--- config.mk ---
export PLATFORM = sky130hd
export DESIGN_NAME = glyph_atlas_shelf_packer
export DESIGN_NICKNAME = d
export VERILOG_FILES = /design/src/sv/gasp_pkg.sv /design/src/sv/gasp_place.sv /design/src/sv/glyph_atlas_shelf_packer.sv
export VERILOG_INCLUDE_DIRS = /design/src /design/src/sv
export SDC_FILE = /design/constraint.sdc
export NUM_CORES = 1
export LEC_CHECK = 0
export ABC_CLOCK_PERIOD_IN_PS = 30600
export BUFFER_PORTS_ARGS = -buffer_cell sky130_fd_sc_hd__buf_2
export CORE_ASPECT_RATIO = 1.1
export CORE_MARGIN = 4
export CORE_UTILIZATION = 23
export DETAILED_ROUTE_END_ITERATION = 8
export MAX_ROUTING_LAYER = met4
export PLACE_DENSITY_LB_ADDON = 0.1
export REMOVE_ABC_BUFFERS = 1
export SETUP_SLACK_MARGIN = 0.1
export SYNTH_ARGS = -nofsm -noshare
export SYNTH_HDL_FRONTEND = slang
export SYNTH_HIERARCHICAL = 1
export SYNTH_SLANG_ARGS = --single-unit
export TNS_END_PERCENT = 10
--- constraint.sdc ---
create_clock -name clock -period 30.6 [get_ports clock]
set_input_delay 6.12 -clock clock [delete_from_list [all_inputs] [get_ports clock]]
set_output_delay 6.12 -clock clock [all_outputs]
set_load 0.02 [all_outputs]
--- src/sv/glyph_atlas_shelf_packer_defines.svh ---
// assertion macros for the glyph atlas shelf packer
// used by the top level only, no other dependencies
`ifndef GLYPH_ATLAS_SHELF_PACKER_DEFINES_SVH
`define GLYPH_ATLAS_SHELF_PACKER_DEFINES_SVH

// same-cycle implication, disabled in reset
`define GASP_ASSERT_NOW(lbl, clk, rst, ante, cons) \
   lbl: assert property (@(posedge clk) disable iff (rst) (ante) |-> (cons)) \
      else $error("assertion failed");

// next-cycle implication, disabled in reset
`define GASP_ASSERT_NEXT(lbl, clk, rst, ante, cons) \
   lbl: assert property (@(posedge clk) disable iff (rst) (ante) |=> (cons)) \
      else $error("assertion failed");

`endif

--- src/sv/gasp_pkg.sv ---
// shared types and constants for the glyph atlas shelf packer
// no dependencies
`default_nettype none

package gasp_pkg;

   localparam int unsigned MaxPages   = 256;
   localparam int unsigned WidthCap   = 8192;
   localparam int unsigned HeightCap  = 4096;
   localparam int unsigned LimitReset = 2048;
   localparam int unsigned PadReset   = 2;
   localparam int unsigned StartWReset = 128;
   localparam int unsigned StartHReset = 128;

   typedef enum logic [2:0] {
      ST_PLACED  = 3'd0,
      ST_EMPTY   = 3'd1,
      ST_GROWN   = 3'd2,
      ST_NO_ROOM = 3'd3,
      ST_RESTART = 3'd4
   } status_type;

   typedef enum logic {
      FUNC_PLACE   = 1'b0,
      FUNC_RESTART = 1'b1
   } func_type;

   typedef enum logic [1:0] {
      CSR_SIZE_LIMIT   = 2'd0,
      CSR_PADDING      = 2'd1,
      CSR_START_WIDTH  = 2'd2,
      CSR_START_HEIGHT = 2'd3
   } csr_index_type;

   typedef struct packed {
      logic [14:0] size_limit;
      logic [3:0]  padding;
      logic [13:0] start_width;
      logic [12:0] start_height;
   } cfg_type;

   typedef struct packed {
      logic [13:0] cursor_x;
      logic [12:0] cursor_y;
      logic [13:0] row_height;
      logic [13:0] cur_width;
      logic [12:0] cur_height;
      logic [7:0]  page_index;
   } state_type;

   typedef struct packed {
      logic        func;
      logic [12:0] glyph_width;
      logic [12:0] glyph_height;
   } item_type;

   typedef struct packed {
      logic [2:0]  status;
      logic        new_page;
      logic [12:0] place_x;
      logic [11:0] place_y;
      logic [7:0]  page;
      logic [13:0] atlas_width;
      logic [12:0] atlas_height;
   } result_type;

endpackage

`default_nettype wire

--- src/sv/gasp_place.sv ---
// placement logic: next packer state and result for one glyph item
// depends on gasp_pkg
`default_nettype none

module gasp_place (
   input  gasp_pkg::cfg_type    cfg,
   input  gasp_pkg::state_type  cur,
   input  gasp_pkg::item_type   item,
   output gasp_pkg::state_type  nxt,
   output gasp_pkg::result_type res
);

   logic [3:0]  p;
   logic [12:0] w;
   logic [12:0] h;
   logic [14:0] maxw;
   logic [14:0] maxh;
   logic [14:0] w2;
   logic [13:0] h2;
   logic        sq;
   logic        can_grow;
   logic [13:0] grow_w;
   logic [12:0] grow_h;
   logic [14:0] w_need;
   logic [14:0] h_need;
   logic        fits;
   logic [14:0] x_end;
   logic        wrap;
   logic [13:0] x_sel;
   logic [14:0] y_sel;
   logic [13:0] rh_sel;
   logic [15:0] y_end;
   logic        over_y;
   logic        page_full;
   logic [13:0] x_fin;
   logic [12:0] y_fin;
   logic [13:0] rh_fin;
   logic [13:0] x_next;
   logic [13:0] hp;
   gasp_pkg::state_type cleared;

   always_comb begin
      p = cfg.padding;
      w = item.glyph_width;
      h = item.glyph_height;

      maxw = (cfg.size_limit < 15'(gasp_pkg::WidthCap)) ? cfg.size_limit
                                                         : 15'(gasp_pkg::WidthCap);
      maxh = (cfg.size_limit < 15'(gasp_pkg::HeightCap)) ? cfg.size_limit
                                                          : 15'(gasp_pkg::HeightCap);
      w2 = {cur.cur_width, 1'b0};
      h2 = {cur.cur_height, 1'b0};
      sq = (cur.cur_width == {1'b0, cur.cur_height});
      if (sq) begin
         can_grow = (w2 > {1'b0, cur.cur_width}) && (w2 <= maxw);
      end else begin
         can_grow = (h2 > {1'b0, cur.cur_height}) && ({1'b0, h2} <= maxh);
      end
      grow_w = sq ? w2[13:0] : cur.cur_width;
      grow_h = sq ? cur.cur_height : h2[12:0];

      w_need = {2'b0, w} + {10'b0, p, 1'b0};
      h_need = {2'b0, h} + {10'b0, p, 1'b0};
      fits   = (w_need < {1'b0, cur.cur_width}) && (h_need < {2'b0, cur.cur_height});

      // new row when the glyph runs past the right edge
      x_end  = {1'b0, cur.cursor_x} + {2'b0, w} + {11'b0, p};
      wrap   = x_end > {1'b0, cur.cur_width};
      x_sel  = wrap ? {10'b0, p} : cur.cursor_x;
      y_sel  = wrap ? ({2'b0, cur.cursor_y} + {1'b0, cur.row_height})
                    : {2'b0, cur.cursor_y};
      rh_sel = wrap ? {10'b0, p} : cur.row_height;

      // atlas full below the last row
      y_end     = {1'b0, y_sel} + {3'b0, h} + {12'b0, p};
      over_y    = y_end > {3'b0, cur.cur_height};
      page_full = ({1'b0, cur.page_index} + 9'd1) >= 9'(gasp_pkg::MaxPages);

      x_fin  = over_y ? {10'b0, p} : x_sel;
      y_fin  = over_y ? {9'b0, p} : y_sel[12:0];
      rh_fin = over_y ? {10'b0, p} : rh_sel;
      x_next = x_fin + {1'b0, w} + {10'b0, p};
      hp     = {1'b0, h} + {10'b0, p};

      cleared.cursor_x   = {10'b0, p};
      cleared.cursor_y   = {9'b0, p};
      cleared.row_height = {10'b0, p};
      cleared.cur_width  = cur.cur_width;
      cleared.cur_height = cur.cur_height;
      cleared.page_index = '0;

      nxt          = cur;
      res.status   = gasp_pkg::ST_PLACED;
      res.new_page = 1'b0;
      res.place_x  = '0;
      res.place_y  = '0;

      if (item.func == gasp_pkg::FUNC_RESTART) begin
         nxt            = cleared;
         nxt.cur_width  = cfg.start_width;
         nxt.cur_height = cfg.start_height;
         res.status     = gasp_pkg::ST_RESTART;
      end else if (w == 13'd0 || h == 13'd0) begin
         res.status = gasp_pkg::ST_EMPTY;
      end else if (fits && !(over_y && (can_grow || page_full))) begin
         nxt.cursor_x   = x_next;
         nxt.cursor_y   = y_fin;
         nxt.row_height = (rh_fin > hp) ? rh_fin : hp;
         if (over_y) begin
            nxt.page_index = cur.page_index + 8'd1;
         end
         res.new_page = over_y;
         res.place_x  = x_fin[12:0];
         res.place_y  = y_fin[11:0];
      end else if (can_grow) begin
         nxt            = cleared;
         nxt.cur_width  = grow_w;
         nxt.cur_height = grow_h;
         res.status     = gasp_pkg::ST_GROWN;
      end else begin
         res.status = gasp_pkg::ST_NO_ROOM;
      end

      res.page         = nxt.page_index;
      res.atlas_width  = nxt.cur_width;
      res.atlas_height = nxt.cur_height;
   end

endmodule

`default_nettype wire

--- src/sv/glyph_atlas_shelf_packer.sv ---
// glyph atlas shelf packer: request held in the input register, result registered in the output register
// throughput one item per cycle unless the result stalls; a stalled result holds the input register and stalls req
// the packer state loop runs from the state register through gasp_place back into it
// reset: cfg, state and valid registers to their reset values, atlas at start size, page 0, no clearing pass
// depends on gasp_pkg, gasp_place and glyph_atlas_shelf_packer_defines.svh
`default_nettype none
`include "glyph_atlas_shelf_packer_defines.svh"

module glyph_atlas_shelf_packer (
   input  wire logic        clock,
   input  wire logic        reset,
   input  wire logic        req_valid,
   output      logic        req_stall,
   input  wire logic        req_func,
   input  wire logic [12:0] req_glyph_width,
   input  wire logic [12:0] req_glyph_height,
   output      logic        rsp_valid,
   input  wire logic        rsp_stall,
   output      logic [2:0]  rsp_status,
   output      logic        rsp_new_page,
   output      logic [12:0] rsp_place_x,
   output      logic [11:0] rsp_place_y,
   output      logic [7:0]  rsp_page,
   output      logic [13:0] rsp_atlas_width,
   output      logic [12:0] rsp_atlas_height,
   input  wire logic        csr_valid,
   output      logic        csr_ready,
   input  wire logic [1:0]  csr_index,
   input  wire logic [14:0] csr_data
);

   gasp_pkg::cfg_type    cfg_ff, cfg_in;
   gasp_pkg::state_type  state_ff, state_in;
   gasp_pkg::state_type  state_calc;
   gasp_pkg::item_type   item_ff;
   gasp_pkg::result_type res_ff, res_calc;
   logic                 in_vld_ff, in_vld_in;
   logic                 out_vld_ff, out_vld_in;
   logic                 fire;
   logic                 req_take;
   logic                 st_placed;
   logic                 st_cleared;
   logic                 at_origin;

   assign fire      = in_vld_ff && (!out_vld_ff || !rsp_stall);
   assign req_stall = in_vld_ff && !fire;
   assign req_take  = req_valid && !req_stall;
   assign csr_ready = 1'b1;

   gasp_place u_place (
      .cfg  (cfg_ff),
      .cur  (state_ff),
      .item (item_ff),
      .nxt  (state_calc),
      .res  (res_calc)
   );

   always_comb begin
      cfg_in = cfg_ff;
      if (csr_valid && csr_ready) begin
         unique case (gasp_pkg::csr_index_type'(csr_index))
            gasp_pkg::CSR_SIZE_LIMIT:   cfg_in.size_limit   = csr_data;
            gasp_pkg::CSR_PADDING:      cfg_in.padding      = csr_data[3:0];
            gasp_pkg::CSR_START_WIDTH:  cfg_in.start_width  = csr_data[13:0];
            gasp_pkg::CSR_START_HEIGHT: cfg_in.start_height = csr_data[12:0];
            default:                    cfg_in = cfg_ff;
         endcase
      end
   end

   always_comb begin
      state_in   = fire ? state_calc : state_ff;
      in_vld_in  = req_stall ? in_vld_ff : req_valid;
      out_vld_in = fire ? 1'b1 : (out_vld_ff && rsp_stall);
   end

   always_ff @(posedge clock) begin
      if (reset) begin
         cfg_ff.size_limit   <= 15'(gasp_pkg::LimitReset);
         cfg_ff.padding      <= 4'(gasp_pkg::PadReset);
         cfg_ff.start_width  <= 14'(gasp_pkg::StartWReset);
         cfg_ff.start_height <= 13'(gasp_pkg::StartHReset);
         state_ff.cursor_x   <= 14'(gasp_pkg::PadReset);
         state_ff.cursor_y   <= 13'(gasp_pkg::PadReset);
         state_ff.row_height <= 14'(gasp_pkg::PadReset);
         state_ff.cur_width  <= 14'(gasp_pkg::StartWReset);
         state_ff.cur_height <= 13'(gasp_pkg::StartHReset);
         state_ff.page_index <= '0;
         in_vld_ff           <= 1'b0;
         out_vld_ff          <= 1'b0;
      end else begin
         cfg_ff     <= cfg_in;
         state_ff   <= state_in;
         in_vld_ff  <= in_vld_in;
         out_vld_ff <= out_vld_in;
      end
   end

   always_ff @(posedge clock) begin
      if (req_take) begin
         item_ff.func         <= req_func;
         item_ff.glyph_width  <= req_glyph_width;
         item_ff.glyph_height <= req_glyph_height;
      end
      if (fire) begin
         res_ff <= res_calc;
      end
   end

   assign rsp_valid        = out_vld_ff;
   assign rsp_status       = res_ff.status;
   assign rsp_new_page     = res_ff.new_page;
   assign rsp_place_x      = res_ff.place_x;
   assign rsp_place_y      = res_ff.place_y;
   assign rsp_page         = res_ff.page;
   assign rsp_atlas_width  = res_ff.atlas_width;
   assign rsp_atlas_height = res_ff.atlas_height;

   assign st_placed  = rsp_status == gasp_pkg::ST_PLACED;
   assign st_cleared = rsp_status == gasp_pkg::ST_GROWN || rsp_status == gasp_pkg::ST_RESTART;
   assign at_origin  = rsp_page == 8'd0 && rsp_place_x == 13'd0 && rsp_place_y == 12'd0;

   `GASP_ASSERT_NOW(a_new_page_placed, clock, reset, rsp_valid && rsp_new_page, st_placed)
   `GASP_ASSERT_NOW(a_clear_page_zero, clock, reset, rsp_valid && st_cleared, at_origin)
   `GASP_ASSERT_NEXT(a_item_held, clock, reset, in_vld_ff && out_vld_ff && rsp_stall, in_vld_ff)

endmodule

`default_nettype wire

# After elaboration in Yosys (flattened, before gate mapping)
# Cells that the tools add are included.
[word_totals]
reg_bits = 215
input_bits = 49
wordCells = 104
out_inout_bits = 67
[op_classes]
eq_ne = 5
n_bitwise = 1
magnitude_cmp = 12
mux = 23
n_reduce_logical = 28
n_addsub = 12
[ops]
columns = ["op", "n"]
rows = [
  ["$mux 76", 3],
  ["$mux 14", 6],
  ["$mux 15", 3],
  ["$mux 41", 1],
  ["$gt 15x14->1", 2],
  ["$add 13x5->14", 2],
  ["$mux 27", 1],
  ["$logic_not 13->1", 2],
  ["$mux 13", 2],
  ["$add 15x13->16", 1],
  ["$add 16x4->16", 1],
  ["$gt 16x13->1", 1],
  ["$mux 8", 2],
  ["$add 13x14->15", 1],
  ["$add 14x13->15", 1],
  ["$add 15x4->15", 1],
  ["$le 14x15->1", 1],
  ["$le 15x15->1", 1],
  ["$lt 15x13->1", 1],
  ["$lt 15x13->1 const B", 1],
  ["$lt 15x14->1", 1],
  ["$lt 15x14->1 const B", 1],
  ["$add 13x4->14", 1],
  ["$add 14x13->14", 1],
  ["22 further kinds", 43],
]

# Logic depth before layout (Yosys ltp)
[depth]
word_depth = 13
mapped_depth = 57
depth_no_buf = 55

# Cells and area by module
# Netlist, hierarchy kept.
[modules_own_cells]
columns = ["mod", "cells_each", "n_inst", "area_per_inst_um2"]
rows = [
  ["gasp_place", 1203, 1, 9056.2],
  ["glyph_atlas_shelf_packer", 607, 1, 8049.0],
]

# Worst setup path before layout
# OpenSTA, ideal clock, no wires.
[synth_path]
kind = "input-to-output"
startpoint = "input port rsp_stall"
endpoint = "output port req_stall"
required_ns = 24.480
arrival_ns = 6.364
slack_ns = 18.116
cell_stages = 2
path_buffers = 0
path_cell_list = "nand3_1 -> inv_1"
[synth_between]
elab_chain_cells = 5
[synth_lines]
columns = ["item", "line", "rtl"]
rows = [
  ["start, declared", "glyph_atlas_shelf_packer.sv:18", "input wire logic rsp_stall,"],
  ["$logic_not 1->1", "glyph_atlas_shelf_packer.sv:45", "assign fire = in_vld_ff && (!out_vld_ff || !rsp_stall);"],
  ["$logic_or 1x1->1", "glyph_atlas_shelf_packer.sv:45", ""],
  ["$logic_and 1x1->1", "glyph_atlas_shelf_packer.sv:45", ""],
  ["$logic_not 1->1", "glyph_atlas_shelf_packer.sv:46", "assign req_stall = in_vld_ff && !fire;"],
  ["$logic_and 1x1->1", "glyph_atlas_shelf_packer.sv:46", ""],
  ["end, declared", "glyph_atlas_shelf_packer.sv:13", "output logic req_stall,"],
]
# No other way between the ends.

# Worst setup path after layout
# Same ends and word-level chain as after synthesis.

==> impl_metrics.toml <==
[sta]
drv_slew = 0
finalCritPeriodShare = 0.4170
worst_slew_pin_slew_ns = 1.098
hold_viol = 0
setup_viol = 0
setup_ws_ns = 17.84
hold_ws_ns = 0.4732
max_slew_margin = 0.2657
fmax_ghz = 0.07837
tns_ns = 0
period_minus_slack_ns = 12.76
rsz0062_at_grt = "no"
clock_skew_ns = 0.01476

[routing]
drtIter0Drc = 620
ant_nets = 1
dr.pass1.iters = 5
routedWlPerCell_um = 19.65
drc = 0
routed_wl_um = 55900
drt-vias-per-instance = 4.656
vias = 13250

[pwr]
power_mw = 0.8660
ir_worst_vdd_uv = 29.63
powerDensity_mw_per_mm2 = 44.69
p_leak_nw = 7.939

[placed_design]
place_ws_ns = 17.84
placed_area_mm2 = 0.01835
hpwlAfterDp_um = 41200
dpl.cell_count = 2784
port-buffer-count = 114
routabilityCongestion = 0.8434

[critical_path]
critPathLaunchType = "input pin"
cp_max_fo = 3
end_kind = "output pin"
required_ns = 24.48
crit_type = "in -> out"
crit_arrival_ns = 6.64

[floorplan]
fp.dieH_um = 294.0
coreArea_mm2 = 0.07339
fp-row-count = 104
die_area_mm2 = 0.07880
die_w_um = 268.0
pin_count = 116
initial_utilization = 0.2331

[synth]
seq_area_frac_synth = 0.3049
synth-xor-area-share = 0.04199
synth_cell_types = 89
synthFlopType = "dfxtp_1"
postSynthAreaPerCell_um2 = 9.450
synth_edf_count = 91
synth.area.mux_share = 0.08119
ys.warnings.count = 6
synth_fa_ha_area_frac = 0.1744
synth_area_mm2 = 0.01711
netlist_instances = 1810
synth_top_family_by_area = "simple AND/OR/NAND/NOR gates"
async_reset_ff_frac = 0
yosys.area_share.simple = 0.1887
synth-seq-cells = 215
synth_compound_area_frac = 0.1537

[run]
maxCapViolCount = 0

[clock_tree]
ctsResizeCount = 0
clk_pin_slew_worst_paths_ns = 0.05
cts_tree = "done"
clock-root-buffer = "clkbuf_16"
cts_setup_buffers = 0
cts.htree.levels = 1
clock_latency_ns = 0.58
cts_buffers = 30
ctsHoldBuffers = 0
clock_sinks = 215
clk_path_buf_depth = 3

[run_status]
failed_checks = "antenna violations"
status = "complete, but fails checks"

[global_routing]
grt.overflow.total = 0
first_global_vias = 13560
grt_pass1_wl_um = 84530
grt_max_degree = 128
antenna_found_initial = 0
track_usage = 0.1433

[final_layout]
layout-drive-gt1-share = 0.1145
final_cell_count_no_fill = 2845
n_fill_cell = 7889
synthToLayoutAreaGrowth_pct = 13.29
final_area_mm2 = 0.01938
fin_util = 0.2640
fin_nets = 2138

[worst_hold_path]
hp-class = "reg -> reg"
## layer usage
metal | part of all wire | track usage
met3 | 0.028 | 0.01330
met5 | 0 | -
met4 | 0.018 | 0.03051
met2 | 0.47 | 0.2388
met1 | 0.48 | 0.1899
## registers in the layout, summed over array words and instances (netlist names)
register and flops:
rsp_place_y 12, rsp_status 3, rsp_atlas_height 13, rsp_page 8, rsp_atlas_width 14, in_vld_ff 1
rsp_valid 1, rsp_place_x 13, rsp_new_page 1, cfg_ff 46, state_ff 76, item_ff 27
## cell type report
cell class              instances  area, µm²  share of cell area
multi-input cells            1410      10980              0.5668
flip-flops and latches        215       5215              0.2691
well taps                     954       1194             0.06160
clock buffers                  41      864.6             0.04462
repair buffers                123      653.1             0.03370
inverters                      82      307.8             0.01588
clock inverters                15      147.6            0.007619
diodes                          5      12.51           0.0006457
## placed cells by master, fill, tap and decap left out, types with 49 or more instances in the layout
cell      count
a21o_1       49
a21oi_1      81
buf_2       113
dfxtp_1     124
edfxtp_1     91
ha_1        208
inv_1        81
mux2i_1     132
nand2_1      78
nand2b_1    207
nor2_1      115
o21ai_0      54
xnor2_1      62
## critical path, cell delays in order
cell,delay [ns]
buf_2,0.12
nand3_1,0.10
inv_1,0.12
buf_2,0.18
## synthesized netlist by cell type, types with 5 or more instances
| cell | instances | share of area |
|---|---|---|
| and2_1 | 24 | 0.0088 |
| nor2_1 | 116 | 0.025 |
| nand2_1 | 78 | 0.017 |
| buf_6 | 8 | 0.0053 |
| mux2i_1 | 132 | 0.077 |
| o21ai_0 | 54 | 0.016 |
| o21bai_1 | 9 | 0.0039 |
| o211ai_1 | 6 | 0.0026 |
| o21a_1 | 20 | 0.0088 |
| a21oi_1 | 81 | 0.024 |
| nor3_1 | 21 | 0.0061 |
| a221o_1 | 7 | 0.0041 |
| dfxtp_1 | 124 | 0.15 |
| nor4_1 | 9 | 0.0033 |
| a22oi_1 | 18 | 0.0079 |
| nand3_1 | 32 | 0.0094 |
| o2bb2ai_1 | 10 | 0.0051 |
| a211o_1 | 9 | 0.0046 |
| buf_2 | 16 | 0.0047 |
| nand4_1 | 26 | 0.0095 |
| edfxtp_1 | 91 | 0.16 |
| fa_1 | 19 | 0.022 |
| or2_2 | 13 | 0.0048 |
| a22o_1 | 29 | 0.015 |
| and3_1 | 22 | 0.0080 |
| nand2b_1 | 207 | 0.076 |
| ha_1 | 208 | 0.15 |
| xnor2_1 | 62 | 0.032 |
| nor2b_1 | 13 | 0.0048 |
| a21o_1 | 49 | 0.022 |
| inv_1 | 81 | 0.018 |
| mux2_2 | 6 | 0.0039 |
| clkbuf_1 | 38 | 0.0083 |
| xor2_1 | 20 | 0.010 |
| buf_4 | 42 | 0.018 |
| and4_1 | 5 | 0.0026 |
| a211oi_1 | 22 | 0.0097 |
## final timing paths
check	from	to	slack (ns)	depth (start not counted)
worst max register to register	cfg_ff[28]	state_ff[75]	17.95	55
worst min register to register	cfg_ff[17]	cfg_ff[17]	0.47	2
worst max-delay path	rsp_stall	req_stall	17.84	4
worst min-delay path	cfg_ff[17]	cfg_ff[17]	0.47	2
## power by group
| part | leakage [nW] | internal (mW) | switching [mW] | total [mW] |
|---|---|---|---|---|
| combinational | 5.58 | 0.0690 | 0.118 | 0.187 |
| clock | 0.487 | 0.215 | 0.143 | 0.358 |
| sequential | 1.87 | 0.310 | 0.0116 | 0.321 |
| total | 7.94 | 0.593 | 0.273 | 0.866 |
## cells by family after synthesis
kind of cell             Yosys count
multiplexers                     138
XOR/XNOR                          82
buffers and inverters            186
AND/OR/NAND/NOR                  594
AO/OA/AOI/OAI                    366
adder cells (fa/ha/maj)          227
flip-flops                       215
other                              2
Note: power is estimated with default switching activity, not from simulation.
